$ cat src/rtl/multi_channel_echo_pulse_timer_unit_defines.svh
// Assertion macros shared by the echo pulse timer RTL.
// No dependencies; included by files that carry concurrent assertions.
`ifndef MULTI_CHANNEL_ECHO_PULSE_TIMER_UNIT_DEFINES_SVH
`define MULTI_CHANNEL_ECHO_PULSE_TIMER_UNIT_DEFINES_SVH

// same-cycle implication
`define EPT_ASSERT_IMP(lbl, clk, rst_n, ante, cons, msg) \
	lbl: assert property (@(posedge clk) disable iff (!rst_n) (ante) |-> (cons)) else $error(msg);

// next-cycle implication
`define EPT_ASSERT_NXT(lbl, clk, rst_n, ante, cons, msg) \
	lbl: assert property (@(posedge clk) disable iff (!rst_n) (ante) |=> (cons)) else $error(msg);

`endif

$ cat src/rtl/ept_pkg.sv
// Types and constants of the echo pulse timer.
// No dependencies; imported by every module of the block.
package ept_pkg;

	localparam int ACT_W  = 5;
	localparam int TMO_W  = 18;
	localparam int DATA_W = 18;
	localparam int ECHO_W = 16;
	localparam int IDX_W  = 4;
	localparam int ST_W   = 2;
	localparam int PULSE_W = 18;

	localparam logic KIND_ARM  = 1'b0;
	localparam logic KIND_TICK = 1'b1;

	localparam logic REG_ACTIVE  = 1'b0;
	localparam logic REG_TIMEOUT = 1'b1;

	localparam logic [ST_W-1:0] ST_VALID     = 2'd0;
	localparam logic [ST_W-1:0] ST_OUT_RANGE = 2'd1;
	localparam logic [ST_W-1:0] ST_NO_ECHO   = 2'd2;

	localparam logic [TMO_W-1:0]   TIMEOUT_RST   = 18'd69600;
	localparam logic [PULSE_W-1:0] PULSE_MAX     = 18'h3FFFF;
	localparam int                 LATENCY_TICKS = 25;

	typedef struct packed {
		logic             arm;
		logic             push;
		logic [ACT_W-1:0] count;
	} ept_wctl_t;

	typedef struct packed {
		logic             valid;
		logic             rise_seen;
		logic             fall_seen;
		logic [ACT_W-1:0] count;
	} ept_rd_t;

endpackage

$ cat src/rtl/ept_front.sv
// Front end: accepts arm and tick transfers, samples the echo lanes, ends measurements.
// Depends on ept_pkg; writes the active bank held in ept_queue.
module ept_front import ept_pkg::*; #(
	parameter int LANES     = 16,
	parameter int TIME_BITS = 18
) (
	input  logic                 clk,
	input  logic                 arst_n,
	input  logic                 in_valid,
	input  logic                 kind,
	input  logic [ECHO_W-1:0]    echo_levels,
	input  logic [ACT_W-1:0]     active_sensors,
	input  logic [TMO_W-1:0]     timeout_ticks,
	input  logic                 wr_full,
	input  logic [LANES-1:0]     rise_seen,
	input  logic [LANES-1:0]     fall_seen,
	output logic                 in_stall,
	output ept_wctl_t            wctl,
	output logic [LANES-1:0]     rise_we,
	output logic [LANES-1:0]     fall_we,
	output logic [TIME_BITS-1:0] stamp
);

	localparam int CMP_W = (TIME_BITS > TMO_W) ? TIME_BITS : TMO_W;
	localparam logic [ACT_W-1:0] LANES_C = ACT_W'(LANES);
	localparam logic [CMP_W-1:0] TMAX_X  = CMP_W'({TIME_BITS{1'b1}});

	logic                 measuring_q;
	logic [TIME_BITS-1:0] elapsed_q;
	logic                 accept;
	logic                 tick;
	logic [ACT_W-1:0]     n;
	logic [LANES-1:0]     mask;
	logic [LANES-1:0]     fall_new;
	logic [CMP_W-1:0]     limit_x;
	logic                 done;

	assign in_stall = wr_full;
	assign accept   = in_valid && !wr_full;
	assign tick     = accept && (kind == KIND_TICK) && measuring_q;
	assign stamp    = elapsed_q;
	assign n        = (active_sensors > LANES_C) ? LANES_C : active_sensors;

	always_comb begin
		for (int i = 0; i < LANES; i++) begin
			mask[i]    = ACT_W'(i) < n;
			fall_we[i] = tick && mask[i] && !echo_levels[i] && rise_seen[i] && !fall_seen[i];
			rise_we[i] = tick && mask[i] && echo_levels[i] && !rise_seen[i] && !fall_we[i];
		end
		fall_new = fall_seen | fall_we;
		limit_x  = (CMP_W'(timeout_ticks) > TMAX_X) ? TMAX_X : CMP_W'(timeout_ticks);
		done     = (&(fall_new | ~mask)) || (CMP_W'(elapsed_q) >= limit_x);
	end

	always_comb begin
		wctl.arm   = accept && (kind == KIND_ARM);
		wctl.push  = tick && done && (n != '0);
		wctl.count = n;
	end

	always_ff @(posedge clk or negedge arst_n) begin
		if (!arst_n) begin
			measuring_q <= 1'b0;
			elapsed_q   <= '0;
		end else if (wctl.arm) begin
			measuring_q <= 1'b1;
			elapsed_q   <= '0;
		end else if (tick) begin
			if (done) begin
				measuring_q <= 1'b0;
			end else if (elapsed_q != '1) begin
				elapsed_q <= elapsed_q + 1'b1;
			end
		end
	end

endmodule

$ cat src/rtl/ept_queue.sv
// Two-bank queue of measurement marks between the front end and the result drain.
// Depends on ept_pkg; the front fills one bank while the back drains the other.
module ept_queue import ept_pkg::*; #(
	parameter int LANES     = 16,
	parameter int TIME_BITS = 18,
	parameter int IW        = 4
) (
	input  logic                 clk,
	input  logic                 arst_n,
	input  ept_wctl_t            wctl,
	input  logic [LANES-1:0]     rise_we,
	input  logic [LANES-1:0]     fall_we,
	input  logic [TIME_BITS-1:0] stamp,
	input  logic [IW-1:0]        rd_idx,
	input  logic                 pop,
	output logic                 wr_full,
	output logic [LANES-1:0]     rise_seen,
	output logic [LANES-1:0]     fall_seen,
	output ept_rd_t              rd,
	output logic [TIME_BITS-1:0] rd_rise_time,
	output logic [TIME_BITS-1:0] rd_fall_time
);

	logic [TIME_BITS-1:0] rise_time_q [2][LANES];
	logic [TIME_BITS-1:0] fall_time_q [2][LANES];
	logic [LANES-1:0]     rise_seen_q [2];
	logic [LANES-1:0]     fall_seen_q [2];
	logic [ACT_W-1:0]     count_q [2];
	logic [1:0]           full_q;
	logic                 wr_q;
	logic                 rd_q;

	assign wr_full   = full_q[wr_q];
	assign rise_seen = rise_seen_q[wr_q];
	assign fall_seen = fall_seen_q[wr_q];

	always_comb begin
		rd.valid     = full_q[rd_q];
		rd.count     = count_q[rd_q];
		rd.rise_seen = rise_seen_q[rd_q][rd_idx];
		rd.fall_seen = fall_seen_q[rd_q][rd_idx];
		rd_rise_time = rise_time_q[rd_q][rd_idx];
		rd_fall_time = fall_time_q[rd_q][rd_idx];
	end

	always_ff @(posedge clk) begin
		for (int i = 0; i < LANES; i++) begin
			if (rise_we[i]) begin
				rise_time_q[wr_q][i] <= stamp;
			end
			if (fall_we[i]) begin
				fall_time_q[wr_q][i] <= stamp;
			end
		end
		if (wctl.push) begin
			count_q[wr_q] <= wctl.count;
		end
	end

	always_ff @(posedge clk or negedge arst_n) begin
		if (!arst_n) begin
			rise_seen_q[0] <= '0;
			rise_seen_q[1] <= '0;
			fall_seen_q[0] <= '0;
			fall_seen_q[1] <= '0;
			full_q         <= '0;
			wr_q           <= 1'b0;
			rd_q           <= 1'b0;
		end else begin
			if (wctl.arm) begin
				rise_seen_q[wr_q] <= '0;
				fall_seen_q[wr_q] <= '0;
			end else begin
				rise_seen_q[wr_q] <= rise_seen_q[wr_q] | rise_we;
				fall_seen_q[wr_q] <= fall_seen_q[wr_q] | fall_we;
			end
			full_q <= (full_q | ({1'b0, wctl.push} << wr_q)) & ~({1'b0, pop} << rd_q);
			if (wctl.push) begin
				wr_q <= !wr_q;
			end
			if (pop) begin
				rd_q <= !rd_q;
			end
		end
	end

endmodule

$ cat src/rtl/ept_back.sv
// Back end: walks the channels of a finished bank and drives the result register.
// Depends on ept_pkg; reads ept_queue one channel per transfer.
module ept_back import ept_pkg::*; #(
	parameter int TIME_BITS = 18,
	parameter int IW        = 4
) (
	input  logic                 clk,
	input  logic                 arst_n,
	input  ept_rd_t              rd,
	input  logic [TIME_BITS-1:0] rd_rise_time,
	input  logic [TIME_BITS-1:0] rd_fall_time,
	input  logic                 out_stall,
	output logic [IW-1:0]        rd_idx,
	output logic                 pop,
	output logic                 out_valid,
	output logic [IDX_W-1:0]     sensor_index,
	output logic [ST_W-1:0]      status,
	output logic [PULSE_W-1:0]   pulse_ticks,
	output logic                 last
);

	localparam int CMP_W = (TIME_BITS > PULSE_W) ? TIME_BITS : PULSE_W;
	localparam logic [TIME_BITS-1:0] LAT_C  = TIME_BITS'(LATENCY_TICKS);
	localparam logic [CMP_W-1:0]     PMAX_X = CMP_W'(PULSE_MAX);

	logic [IW-1:0]        idx_q;
	logic                 out_valid_q;
	logic                 load;
	logic                 is_last;
	logic [TIME_BITS-1:0] diff;
	logic [TIME_BITS-1:0] width;
	logic [PULSE_W-1:0]   width_c;
	logic [ST_W-1:0]      status_c;

	assign rd_idx    = idx_q;
	assign out_valid = out_valid_q;
	assign load      = rd.valid && (!out_valid_q || !out_stall);
	assign is_last   = (ACT_W'(idx_q) + ACT_W'(1)) == rd.count;
	assign pop       = load && is_last;

	always_comb begin
		diff  = rd_fall_time - rd_rise_time;
		width = (diff > LAT_C) ? diff - LAT_C : '0;
		priority if (!rd.rise_seen) begin
			status_c = ST_NO_ECHO;
			width_c  = '0;
		end else if (!rd.fall_seen) begin
			status_c = ST_OUT_RANGE;
			width_c  = '0;
		end else begin
			status_c = ST_VALID;
			width_c  = (CMP_W'(width) > PMAX_X) ? PULSE_MAX : PULSE_W'(width);
		end
	end

	always_ff @(posedge clk) begin
		if (load) begin
			sensor_index <= IDX_W'(idx_q);
			status       <= status_c;
			pulse_ticks  <= width_c;
			last         <= is_last;
		end
	end

	always_ff @(posedge clk or negedge arst_n) begin
		if (!arst_n) begin
			idx_q       <= '0;
			out_valid_q <= 1'b0;
		end else begin
			if (load) begin
				out_valid_q <= 1'b1;
				idx_q       <= is_last ? '0 : idx_q + 1'b1;
			end else if (!out_stall) begin
				out_valid_q <= 1'b0;
			end
		end
	end

endmodule

$ cat src/rtl/multi_channel_echo_pulse_timer_unit.sv
// Multi-channel ultrasonic echo pulse timer, top level.
// Input: kind (arm or tick) with echo_levels; output: one result per active channel.
// Config: cfg_we/cfg_index/cfg_data write active_sensors (0) and timeout_ticks (1).
// A tick or arm transfer is taken every cycle; the front end stalls only when both
// result banks still hold undelivered results.
// A measurement ends on the tick where all active channels have fallen or the stamp
// reaches timeout_ticks; its results pass the bank's full flag and then the output register,
// one result per cycle while out_stall is low, channel 0 first, last set on the final one.
// Results are held in an output register; while out_stall is high it holds and the
// drain waits, and the front keeps sampling into the other bank.
// Reset clears the marks and full flags of both banks, the measuring flag and the
// registers (active_sensors 0, timeout_ticks 69600); ticks are ignored until an arm.
`include "multi_channel_echo_pulse_timer_unit_defines.svh"
module multi_channel_echo_pulse_timer_unit import ept_pkg::*; #(
	parameter int MAX_SENSORS = 16,
	parameter int TIME_BITS   = 18
) (
	input  logic                clk,
	input  logic                arst_n,
	input  logic                cfg_we,
	input  logic                cfg_index,
	input  logic [DATA_W-1:0]   cfg_data,
	input  logic                in_valid,
	output logic                in_stall,
	input  logic                kind,
	input  logic [ECHO_W-1:0]   echo_levels,
	output logic                out_valid,
	input  logic                out_stall,
	output logic [IDX_W-1:0]    sensor_index,
	output logic [ST_W-1:0]     status,
	output logic [PULSE_W-1:0]  pulse_ticks,
	output logic                last
);

	localparam int LANES = (MAX_SENSORS < ECHO_W) ? MAX_SENSORS : ECHO_W;
	localparam int IW    = (LANES > 1) ? $clog2(LANES) : 1;

	logic [ACT_W-1:0]     active_q;
	logic [TMO_W-1:0]     timeout_q;
	ept_wctl_t            wctl;
	ept_rd_t              rd;
	logic [LANES-1:0]     rise_we;
	logic [LANES-1:0]     fall_we;
	logic [LANES-1:0]     rise_seen;
	logic [LANES-1:0]     fall_seen;
	logic [TIME_BITS-1:0] stamp;
	logic                 wr_full;
	logic [IW-1:0]        rd_idx;
	logic                 pop;
	logic [TIME_BITS-1:0] rd_rise_time;
	logic [TIME_BITS-1:0] rd_fall_time;

	always_ff @(posedge clk or negedge arst_n) begin
		if (!arst_n) begin
			active_q  <= '0;
			timeout_q <= TIMEOUT_RST;
		end else if (cfg_we) begin
			unique case (cfg_index)
				REG_ACTIVE:  active_q  <= cfg_data[ACT_W-1:0];
				REG_TIMEOUT: timeout_q <= cfg_data[TMO_W-1:0];
				default:     ;
			endcase
		end
	end

	ept_front #(.LANES(LANES), .TIME_BITS(TIME_BITS)) u_front (
		.clk            (clk),
		.arst_n         (arst_n),
		.in_valid       (in_valid),
		.kind           (kind),
		.echo_levels    (echo_levels),
		.active_sensors (active_q),
		.timeout_ticks  (timeout_q),
		.wr_full        (wr_full),
		.rise_seen      (rise_seen),
		.fall_seen      (fall_seen),
		.in_stall       (in_stall),
		.wctl           (wctl),
		.rise_we        (rise_we),
		.fall_we        (fall_we),
		.stamp          (stamp)
	);

	ept_queue #(.LANES(LANES), .TIME_BITS(TIME_BITS), .IW(IW)) u_queue (
		.clk          (clk),
		.arst_n       (arst_n),
		.wctl         (wctl),
		.rise_we      (rise_we),
		.fall_we      (fall_we),
		.stamp        (stamp),
		.rd_idx       (rd_idx),
		.pop          (pop),
		.wr_full      (wr_full),
		.rise_seen    (rise_seen),
		.fall_seen    (fall_seen),
		.rd           (rd),
		.rd_rise_time (rd_rise_time),
		.rd_fall_time (rd_fall_time)
	);

	ept_back #(.TIME_BITS(TIME_BITS), .IW(IW)) u_back (
		.clk          (clk),
		.arst_n       (arst_n),
		.rd           (rd),
		.rd_rise_time (rd_rise_time),
		.rd_fall_time (rd_fall_time),
		.out_stall    (out_stall),
		.rd_idx       (rd_idx),
		.pop          (pop),
		.out_valid    (out_valid),
		.sensor_index (sensor_index),
		.status       (status),
		.pulse_ticks  (pulse_ticks),
		.last         (last)
	);

	`EPT_ASSERT_IMP(a_stall_has_result, clk, arst_n, in_stall, out_valid, "front stalled with no pending result")
	`EPT_ASSERT_NXT(a_index_advance, clk, arst_n, out_valid && !out_stall && !last, out_valid && (sensor_index == $past(sensor_index) + 4'd1), "result channel did not advance")
	`EPT_ASSERT_IMP(a_index_range, clk, arst_n, out_valid, ACT_W'(sensor_index) < ACT_W'(LANES), "result channel out of range")

endmodule

$ cat config.mk
export PLATFORM = sky130hd
export DESIGN_NAME = multi_channel_echo_pulse_timer_unit
export DESIGN_NICKNAME = d
export VERILOG_FILES = /design/src/rtl/ept_pkg.sv /design/src/rtl/ept_front.sv /design/src/rtl/ept_queue.sv /design/src/rtl/ept_back.sv /design/src/rtl/multi_channel_echo_pulse_timer_unit.sv
export VERILOG_INCLUDE_DIRS = /design/src /design/src/rtl
export SDC_FILE = /design/constraint.sdc
export NUM_CORES = 1
export LEC_CHECK = 0
export ABC_AREA = 1
export BUFFER_PORTS_ARGS = -buffer_cell sky130_fd_sc_hd__buf_2
export CORE_MARGIN = 3
export CORE_UTILIZATION = 25
export DETAILED_ROUTE_END_ITERATION = 12
export SETUP_SLACK_MARGIN = 0.02
export SYNTH_ARGS = -nofsm -noshare
export SYNTH_HDL_FRONTEND = slang
export SYNTH_HIERARCHICAL = 1
export SYNTH_SLANG_ARGS = --single-unit
$ cat constraint.sdc
create_clock -name clk -period 9.2 [get_ports clk]
set_clock_uncertainty 0.2 [all_clocks]
set_input_delay 0.92 -clock clk [delete_from_list [all_inputs] [get_ports clk]]
set_output_delay 0.92 -clock clk [all_outputs]
set_load 0.05 [all_outputs]
==> run_results.csv <==
group,metric,value,unit
timing,fin_crit_sh,63.97,%
synth,ys.flop_type,"edfxtp_1",
drt,via_per_inst,4.646,
floorplanning,die_width,486.2,um
synth,seq_area_frac_synth,66.85,%
synth,ys_warn_count,6,
clock_tree,path_clk_slew,60,ps
global_route,grt-ovfl-total,0,
drt,wl_per_cell,19.04,um
synth,ys_top_cells_by_count,"nand2_1, edfxtp_1, nand3_1",
timing,fin_setup_tns,0,ps
global_route,grt_max_degree,201,
worst_setup_path,critPathTopFamily,"simple AND/OR/NAND/NOR gates",
worst_setup_path,cp_slowest_stage_delay,930,ps
finish,area.growth.synth_to_final,13.10,%
floorplanning,ios,68,
placement,io_buffers,67,
global_route,antenna_found_initial,11,
worst_setup_path,crit_top_cell,"nand2_1",
clock_tree,cts_tree,"yes",
global_route,grt_pass1_wl,246600,um
drt,drt-total-wl,164500,um
timing,slew-limit-headroom,16.98,%
worst_setup_path,worstSetupPathType,"reg2reg",
run_status,status,"completed",
pwr,power_density,336.2,nW/um^2
run,max_cap_viol_count,0,
finish,post-route-util,28.54,%
clock_tree,ctsResizeCount,0,
drt,ant_nets,0,
placement,gp_congestion,0.8537,
clock_tree,cts_root_buffer,"clkbuf_16",
timing,period_needed,5886,ps
floorplanning,fp-row-count,175,
timing,rsz0062_at_grt,"false",
finish,ff_latch_area,38570,sq um
synth,synth_edf_count,1187,
global_route,grt_pass1_vias,38640,
worst_setup_path,cp_max_fo,185,
synth,yosysMostFrequentCell,"nand2_1",
drt,vias,40150,
finish,drive_gt1_share,8.936,%
hold_path,hold_class,"in2reg",
timing,max_slew.worst_pin.slew,1244,ps
clock_tree,clock_path_buffers,3,
worst_setup_path,critPathBufInv,4,
synth,yosysTopAreaCell,"edfxtp_1",
floorplanning,start_util,25.24,%
timing,finalSetupViolations,0,
synth,synth_area_leaders,"edfxtp_1, nand2_1, nand3_1",
pwr,leakagePower,25.30,nW
timing,fmax,169.9,MHz
finish,nets,5593,
drt,drt-pass1-iter-count,5,
synth,avgSynthCellArea,10.42,sq um
pwr,ir_worst_vdd,319.3,uV
clock_tree,clk_latency,770,ps
synth,synth.cell_area,57640,sq um
drt,drt_iter0_markers,4386,
floorplanning,dieArea,236400,sq um
drt,drc,0,
global_route,gr-usage-all-layers,13.58,%
worst_setup_path,start_kind,"register",
worst_setup_path,critical_path.slowest_cell,"dfrtp_4",
placement,dpl.hpwl,91750,um
timing,holdWs,184.5,ps
worst_setup_path,required,9510,ps
timing,slew_violations,0,
worst_setup_path,cp-end-kind,"register",
clock_tree,cts_max_level,4,
finish,nFillCells,23400,
finish,multi_input_area,16310,sq um
synth,syn-instance-count,5531,
synth,synthArstFlopShare,8.833,%
pwr,totalPowerFinal,21.92,mW
worst_setup_path,arrival,6190,ps
synth,ys_seq_elements,1302,
clock_tree,cts.sinks,1302,
floorplanning,die_h,486.2,um
synth,syn-num-nets,5612,
timing,hold_viol,0,
synth,post_synth_num_cell_types,47,
synth,synth_top_area_share,61.84,%
clock_tree,cts_buffers,140,
floorplanning,core-area,228400,sq um
==> report_power, final <==
group / switching (mW) / internal (mW) / total [mW] / leakage [nW]
registers: 0.325 / 6.82 / 7.15 / 12.1
clock network: 2.34 / 3.15 / 5.49 / 2.17
logic: 6.70 / 2.58 / 9.28 / 11.0
==> flip-flops by register name (all words and copies together), names as in the netlist, 4 cells and up <==
signal               cells
u_back/sensor_index      4
timeout_q               18
u_queue/rise_time_q    576
u_queue/count_q         10
active_q                 5
u_back/rd_idx            4
u_front/stamp           18
u_queue/fall_time_q    576
u_back/pulse_ticks      18
u_queue/rise_seen_q     32
u_queue/fall_seen_q     32
==> cell usage in the layout, fill, tap and decap left out, types with 6 or more instances in the layout <==
master,Yosys,layout
nand3_1,1008,1008
nor2_2,19,40
a22o_1,32,32
clkbuf_8,0,8
dfrtp_2,0,19
o21ai_0,77,77
nand2_1,2145,2145
clkinv_2,0,17
inv_1,262,260
nor2_1,144,122
xor2_1,16,16
nor3_1,11,11
buf_2,132,66
or2_1,6,6
ha_1,39,39
nand3_2,19,19
dfstp_2,8,8
clkbuf_16,0,142
or2_2,26,26
nor2_4,7,8
dfrtp_1,107,83
a21oi_1,18,18
nand4_1,21,21
nand2_2,19,19
inv_2,10,9
clkbuf_1,53,39
clkinv_1,0,27
edfxtp_1,1187,1187
buf_4,61,76
xnor2_1,11,11
bufinv_16,0,8
inv_6,0,9
==> path summary, 6_finish.rpt <==
check / startpoint / to / slack [ps] / depth (start not counted)
max in group asynchronous: arst_n / u_queue/wr_q$_DFFE_PN0P_ / 6740 / 3
min in group asynchronous: arst_n / timeout_q[15]$_DFFE_PN0P_ / 510 / 2
setup / recovery: u_queue/rd_q$_DFFE_PN0P_ / u_back/pulse_ticks[7]$_SDFFCE_PN0P_ / 3310 / 25
hold reg to reg: timeout_q[10]$_DFFE_PN1P_ / timeout_q[10]$_DFFE_PN1P_ / 270 / 2
setup reg to reg: u_queue/rd_q$_DFFE_PN0P_ / u_back/pulse_ticks[7]$_SDFFCE_PN0P_ / 3310 / 25
hold / removal: cfg_data[6] / timeout_q[6]$_DFFE_PN1P_ / 180 / 3
==> timing repair <==
action                                  CTS  global route
endpoints found under the setup margin    0             0
hold endpoints to repair                 32             0
hold buffers                              1             0
buffers inserted                          0             0
==> worst reg2reg max path, delay by kind of cell (launching register included) <==
family | cells | cell delay (ps)
and+or+nand+nor | 19 | 2070
buffers and inverters | 4 | 1790
DFF | 1 | 930
adders and majority gates | 2 | 660
==> metrics by stage <==
stage,instance area (sq um),worst slack (ps),instances
2_1_floorplan,57640,5497,5531
3_3_place_gp,60710,3177,8378
3_5_place_dp,60710,3289,8378
4_1_cts,65180,3288,8638
5_1_grt,65180,2720,8638
6_report,65190,3314,8642
==> per-layer routing <==
layer	vias up	wire length, um	global-route usage [%]
met2	1439	76430	21.93
met5	-	12	0
met4	2	5254	4.587
li1	18700	-	-
met3	262	12530	2.548
met1	19740	70300	18.28
==> logic make-up after synthesis <==
kind of cell	count (synthesis)	synth area share [%]
adder cells (fa/ha/maj)	40	0.8813
AND/OR/NAND/NOR	3442	25.45
AO/OA/AOI/OAI	136	1.422
flip-flops	1302	66.85
buffers and inverters	583	4.960
XOR/XNOR	28	0.4385
==> cell type report <==
cell class	instances	area share, %
Multi-Input combinational cell	3646	25.02
Antenna cell	4	0.01535
Clock buffer	189	5.844
Inverter	274	1.626
Tap cell	3009	5.775
Timing Repair Buffer	148	1.551
Clock inverter	70	0.9961
Sequential cell	1302	59.17
Note: power is estimated with default switching activity, not from simulation.
